File: src/sv/ffba_pkg.sv
// shared types and codes for the first-fit block allocator
// used by ffba_bitmap and first_fit_block_allocator_core; no dependencies
`default_nettype none

package ffba_pkg;

    typedef enum logic [1:0] {
        OP_ALLOC = 2'd0,
        OP_FREE  = 2'd1,
        OP_CLEAR = 2'd2
    } opcode_t;

    typedef enum logic [1:0] {
        ST_DONE      = 2'd0,
        ST_NO_SPACE  = 2'd1,
        ST_NOT_FOUND = 2'd2
    } status_t;

    typedef enum logic [1:0] {
        BM_OP_FIND,
        BM_OP_SET,
        BM_OP_CLEAR
    } bm_op_t;

    typedef enum logic [1:0] {
        BM_IDLE,
        BM_FIND,
        BM_WRITE
    } bm_state_t;

    typedef struct packed {
        logic   go;
        bm_op_t op;
    } bm_cmd_t;

    typedef struct packed {
        logic ready;
        logic done;
        logic found;
    } bm_stat_t;

    typedef enum logic [3:0] {
        FS_IDLE,
        FS_FIND_GO,
        FS_FIND_WAIT,
        FS_SET_GO,
        FS_SET_WAIT,
        FS_SEARCH,
        FS_SHIFT,
        FS_UNSET_GO,
        FS_UNSET_WAIT,
        FS_CLR_GO,
        FS_CLR_WAIT,
        FS_RESP
    } ffba_state_t;

endpackage

`default_nettype wire

File: src/sv/ffba_bitmap.sv
// block usage bitmap: one-bit memory with a single walking pointer that either
// scans for the lowest free run or writes a range; depends on ffba_pkg
`default_nettype none

module ffba_bitmap
    import ffba_pkg::*;
#(
    parameter int BLOCKS = 128,
    localparam int BW = $clog2(BLOCKS),
    localparam int SW = $clog2(BLOCKS + 1)
)
(
    input  wire logic          clk,
    input  wire logic          rst_n,
    input  wire bm_cmd_t       cmd,
    input  wire logic [SW-1:0] size,
    input  wire logic [BW-1:0] lo,
    input  wire logic [BW-1:0] hi,
    output bm_stat_t           stat,
    output logic [BW-1:0]      run_first,
    output logic [BW-1:0]      run_last
);

    bm_state_t     state_reg, state_next;
    logic [BW-1:0] ptr_reg, ptr_next;
    logic [BW-1:0] hi_reg, hi_next;
    logic          wval_reg, wval_next;
    logic [SW-1:0] size_reg, size_next;
    logic [SW-1:0] run_reg, run_next;
    logic [BW-1:0] start_reg, start_next;
    logic          done_reg, done_next;
    logic          found_reg, found_next;
    logic [BW-1:0] first_reg, first_next;
    logic [BW-1:0] last_reg, last_next;
    logic          rd_reg;

    logic          used_mem [BLOCKS];

    logic [SW-1:0] run_inc;
    logic [BW-1:0] ptr_inc;
    logic          hit;
    logic          at_end;
    logic          wr_end;

    assign run_inc = run_reg + 1'b1;
    assign ptr_inc = ptr_reg + 1'b1;
    // rd_reg holds used_mem[ptr_reg] since the read address is ptr_next
    assign hit     = !rd_reg && (run_inc == size_reg);
    assign at_end  = (ptr_reg == BW'(BLOCKS - 1));
    assign wr_end  = (ptr_reg == hi_reg);

    always_comb
    begin
        state_next = state_reg;
        case (state_reg)
            BM_IDLE:
            begin
                if (cmd.go)
                begin
                    state_next = (cmd.op == BM_OP_FIND) ? BM_FIND : BM_WRITE;
                end
            end
            BM_FIND:
            begin
                if (hit || at_end)
                begin
                    state_next = BM_IDLE;
                end
            end
            BM_WRITE:
            begin
                if (wr_end)
                begin
                    state_next = BM_IDLE;
                end
            end
            default:
            begin
                state_next = BM_IDLE;
            end
        endcase
    end

    always_comb
    begin
        ptr_next   = ptr_reg;
        hi_next    = hi_reg;
        wval_next  = wval_reg;
        size_next  = size_reg;
        run_next   = run_reg;
        start_next = start_reg;
        done_next  = 1'b0;
        found_next = found_reg;
        first_next = first_reg;
        last_next  = last_reg;
        case (state_reg)
            BM_IDLE:
            begin
                if (cmd.go)
                begin
                    ptr_next   = (cmd.op == BM_OP_FIND) ? '0 : lo;
                    hi_next    = hi;
                    wval_next  = (cmd.op == BM_OP_SET);
                    size_next  = size;
                    run_next   = '0;
                    start_next = '0;
                end
            end
            BM_FIND:
            begin
                ptr_next = ptr_inc;
                if (rd_reg)
                begin
                    run_next   = '0;
                    start_next = ptr_inc;
                end
                else
                begin
                    run_next = run_inc;
                end
                if (hit)
                begin
                    done_next  = 1'b1;
                    found_next = 1'b1;
                    first_next = start_reg;
                    last_next  = ptr_reg;
                end
                else if (at_end)
                begin
                    done_next  = 1'b1;
                    found_next = 1'b0;
                end
            end
            BM_WRITE:
            begin
                ptr_next = ptr_inc;
                if (wr_end)
                begin
                    done_next  = 1'b1;
                    found_next = 1'b0;
                end
            end
            default:
            begin
                ptr_next = ptr_reg;
            end
        endcase
    end

    // after reset the pointer sweeps the whole map writing zeros
    always_ff @(posedge clk or negedge rst_n)
    begin
        if (!rst_n)
        begin
            state_reg <= BM_WRITE;
            ptr_reg   <= '0;
            hi_reg    <= BW'(BLOCKS - 1);
            wval_reg  <= 1'b0;
            done_reg  <= 1'b0;
            found_reg <= 1'b0;
        end
        else
        begin
            state_reg <= state_next;
            ptr_reg   <= ptr_next;
            hi_reg    <= hi_next;
            wval_reg  <= wval_next;
            done_reg  <= done_next;
            found_reg <= found_next;
        end
    end

    always_ff @(posedge clk)
    begin
        size_reg  <= size_next;
        run_reg   <= run_next;
        start_reg <= start_next;
        first_reg <= first_next;
        last_reg  <= last_next;
    end

    always_ff @(posedge clk)
    begin
        if (state_reg == BM_WRITE)
        begin
            used_mem[ptr_reg] <= wval_reg;
        end
        rd_reg <= used_mem[ptr_next];
    end

    assign stat.ready = (state_reg == BM_IDLE);
    assign stat.done  = done_reg;
    assign stat.found = found_reg;
    assign run_first  = first_reg;
    assign run_last   = last_reg;

    a_write_in_range: assert property (@(posedge clk) disable iff (!rst_n)
        (state_reg == BM_WRITE) |-> (ptr_reg <= hi_reg))
        else $error("bitmap write pointer passed the end of its range");

    a_run_below_size: assert property (@(posedge clk) disable iff (!rst_n)
        (state_reg == BM_FIND) |-> (run_reg < size_reg))
        else $error("free run grew past the requested size");

    a_done_when_idle: assert property (@(posedge clk) disable iff (!rst_n)
        done_reg |-> (state_reg == BM_IDLE))
        else $error("bitmap signalled done while still busy");

    a_found_ordered: assert property (@(posedge clk) disable iff (!rst_n)
        (done_reg && found_reg) |-> (first_reg <= last_reg))
        else $error("found run ends before it starts");

endmodule

`default_nettype wire

File: config.mk
export PLATFORM = sky130hd
export DESIGN_NAME = ffba_bitmap
export DESIGN_NICKNAME = d
export VERILOG_FILES = /design/src/sv/ffba_pkg.sv /design/src/sv/ffba_bitmap.sv
export SDC_FILE = /design/constraint.sdc
export NUM_CORES = 1
export LEC_CHECK = 0
export ABC_CLOCK_PERIOD_IN_PS = 4100
export BUFFER_PORTS_ARGS = -buffer_cell sky130_fd_sc_hd__buf_2
export CAP_MARGIN = 20
export CORE_MARGIN = 3
export CORE_UTILIZATION = 50
export DETAILED_ROUTE_END_ITERATION = 8
export GPL_TIMING_DRIVEN = 0
export HOLD_SLACK_MARGIN = 0.08
export PLACE_DENSITY = 0.67
export REMOVE_ABC_BUFFERS = 1
export SKIP_CTS_REPAIR_TIMING = 1
export SYNTH_ARGS = -nofsm -noshare
export SYNTH_HDL_FRONTEND = slang
export SYNTH_SLANG_ARGS = --single-unit
File: constraint.sdc
create_clock -name clk -period 4.1 [get_ports clk]
set_input_delay 0.82 -clock clk [delete_from_list [all_inputs] [get_ports clk]]
set_output_delay 0.82 -clock clk [all_outputs]
set_load 0.05 [all_outputs]
==> results by group <==
Run status
  – Outcome: finished, final reports clean

Route
  – Vias/cell: 6.07
  – DR iter-0 viols: 631
  – Via count: 5874
  – Antenna-violating nets left: 0
  – Post-Route WL: 20600 microns
  – Drt pass-1 iters: 5
  – # DRC: 0
  – Routed len/inst: 21.3 microns

Finish
  – Number of flip-flops in the largest register: 128
  – # nets final: 768
  – Final-layout fill cell count: 1372
  – Fin cells: 968
  – Most common cell after layout, fill and taps aside: edfxtp_1
  – Multi-input gate area: 0.00282 sq mm
  – Register Area: 0.00546 sq mm
  – Share of cells above drive strength 1: 15.1%
  – Diode count: 0
  – Area grow syn2layout: 12.0%
  – Most frequent cells in the layout: edfxtp_1, nor2_1, nand2_1

Floorplan
  – Die ar.: 0.0186 sq mm
  – Core area: 0.0166 sq mm
  – I/O pins: 44
  – Die height: 137 microns
  – Initial core utilization: 51.2%
  – Row cnt: 47
  – Die width: 137 microns

Timing
  – Worst Tran Pin Value: 1210 ps
  – Setup TNS: 0 ps
  – Part of the cycle the worst path needs: 94.3%
  – Slew Limit Fails: 0
  – FMAX: 0.259 GHz
  – Final Setup Violations: 0
  – Final hold vios: 0
  – Setup slack after layout: 233 ps
  – Final min period: 3870 ps
  – Final Skew: 10.9 ps
  – Unrepaired setup endpoints after global routing: no
  – Slew HR: 19.6%

Global routing
  – Met1 usage: 29.9%
  – Antenna violations before repair: 0
  – Remaining Overflow, GRT: 0
  – First-pass GRT wire length: 31100 microns
  – GR Util All Layers: 22.3%
  – GR Layer Usage met2: 36.0%
  – GR Util met3: 4.71%
  – Most used routing layer: met2
  – Largest net degree at the start of global routing: 77
  – Number of global-route vias before repair: 5670

Worst setup path
  – Critical Path Fanout Max: 55
  – Type of the worst setup path: reg -> reg
  – WP data required: 4410 ps
  – R2R Setup Slk: 230 ps
  – Worst Setup Start Kind: flip-flop
  – Crit. End Element: flip-flop
  – Arrival time at the worst endpoint: 4180 ps

Synthesis
  – Leading area contributor after synthesis: edfxtp_1
  – Synthesis Warnings: 0
  – Post-Synthesis Cells: 709
  – Top cells by area, synth: edfxtp_1, nor2_1, dfrtp_1
  – Post-synth EDFFs: 165
  – Mean Syn Cell Area: 12.0 sq um
  – Ys async rst share: 10.3%
  – Synth Cell Area: 0.00852 sq mm
  – Library cells used by synthesis: 61
  – Post-synth top flop: edfxtp_1
  – Synth top area share: 58.2%
  – Part of the Yosys area used for sequential elements: 64.1%
  – Synthesized flop and latch total: 185

Place
  – Placed insts: 930
  – Gpl congestion: 0.872
  – Setup WS pre-CTS: -1010 ps
  – I/O Buffers: 43
  – DPL Wire Length: 11900 microns

Clock tree
  – Num CTS Buffers: 17
  – CTS HTree Levels: 4
  – CTS root buf: clkbuf_16
  – CTS Sinks: 185
  – CTS clock-pin slew for the worst setup and hold paths: 60 ps
  – CTS tree: done
  – CTS Buffer Depth: 2
  – Worst skew pair latency: 440 ps

Power
  – Power density cells: 802 mW/mm^2
  – Peak supply drop: 0.481 mV
  – Pleak: 3.31 nW

Job
  – Max cap viols: 0

Hold path
  – Hold crit path type: in -> async
## power by group
group          internal (W)  switching (W)
sequential          0.00246       0.000303
combinational       0.00106        0.00209
clock               0.00102       0.000711
## metal layers
| metal | part of all wire, % | wire, microns |
|---|---|---|
| met5 | 0 | 0 |
| met4 | 2.5 | 508 |
| met3 | 8.1 | 1670 |
| met2 | 47 | 9690 |
| met1 | 42 | 8730 |
## final timing paths
check,startpoint,endpoint,cells after the start
setup / recovery,state_reg[0],rd_reg,11
hold / removal,rst_n,done_reg,1
setup reg to reg,state_reg[0],rd_reg,11
hold reg to reg,start_reg[5],run_first[5],0
max in group asynchronous,rst_n,wval_reg,1
min in group clk,start_reg[5],run_first[5],0
## cells in the mapped netlist (all sizes together) (2+ instances only)
cell,count
a221oi,6
clkbuf,28
a2bb2oi,2
dfstp,8
o211ai,2
mux2i,10
nor2,154
o31ai,2
nand4,4
nor2b,9
o21ai,7
a31oi,3
nand2,59
dfrtp,11
or3,2
a211o,2
and2,5
buf,18
nor4,7
xnor3,3
xor2,11
nand2b,4
xor3,2
xnor2,10
a311oi,5
a21oi,18
inv,14
and3,31
a2111oi,8
or4,3
edfxtp,165
nand3,20
ha,6
mux2,7
a22oi,6
nor3,3
a211oi,36
nand3b,3
## metrics by stage
step | cell area [sq um] | total power, W | util (%) | hold slack [ps]
final | 9540 | 0.00765 | 57.3 | 317
after global routing | 9540 | 0.00803 | 57.3 | 338
after CTS | 9480 | 0.00748 | 56.9 | 315
after detailed placement | 8850 | 0.00575 | 53.2 | 407
after global placement | 8780 | 0.00564 | 52.8 | 401
after floorplan | 8290 | 0.00469 | - | 400
## worst max-delay path, cell delays in order (launching register included)
cell and delay [ps]:
dfrtp_1 410, inv_1 120, ha_1 330, o211a_1 240, nand3b_1 520, and2_4 380
inv_4 460, a211oi_1 170, a2111oi_0 470, or4_1 180, a32oi_1 90, o2111ai_1 340
## area by class of cell
cell class / count / share of cell area, %
Sequential cell: 185 / 57.3
Multi-Input combinational cell: 466 / 29.5
Clock buffer: 18 / 4.50
Timing Repair Buffer: 51 / 3.23
Tap cell: 220 / 2.88
Clock inverter: 14 / 2.01
Inverter: 14 / 0.603
## cell families after synthesis
logic type      Yosys count  share of synthesized area (%)
compound gates          107                           9.78
xor+xnor                 26                           3.51
fa+ha+maj                 6                          0.881
buf+inv                  60                           3.30
flops                   185                           64.1
mux                      17                           2.10
simple gates            308                           16.3
No activity file was read; power rests on OpenSTA's default activity.
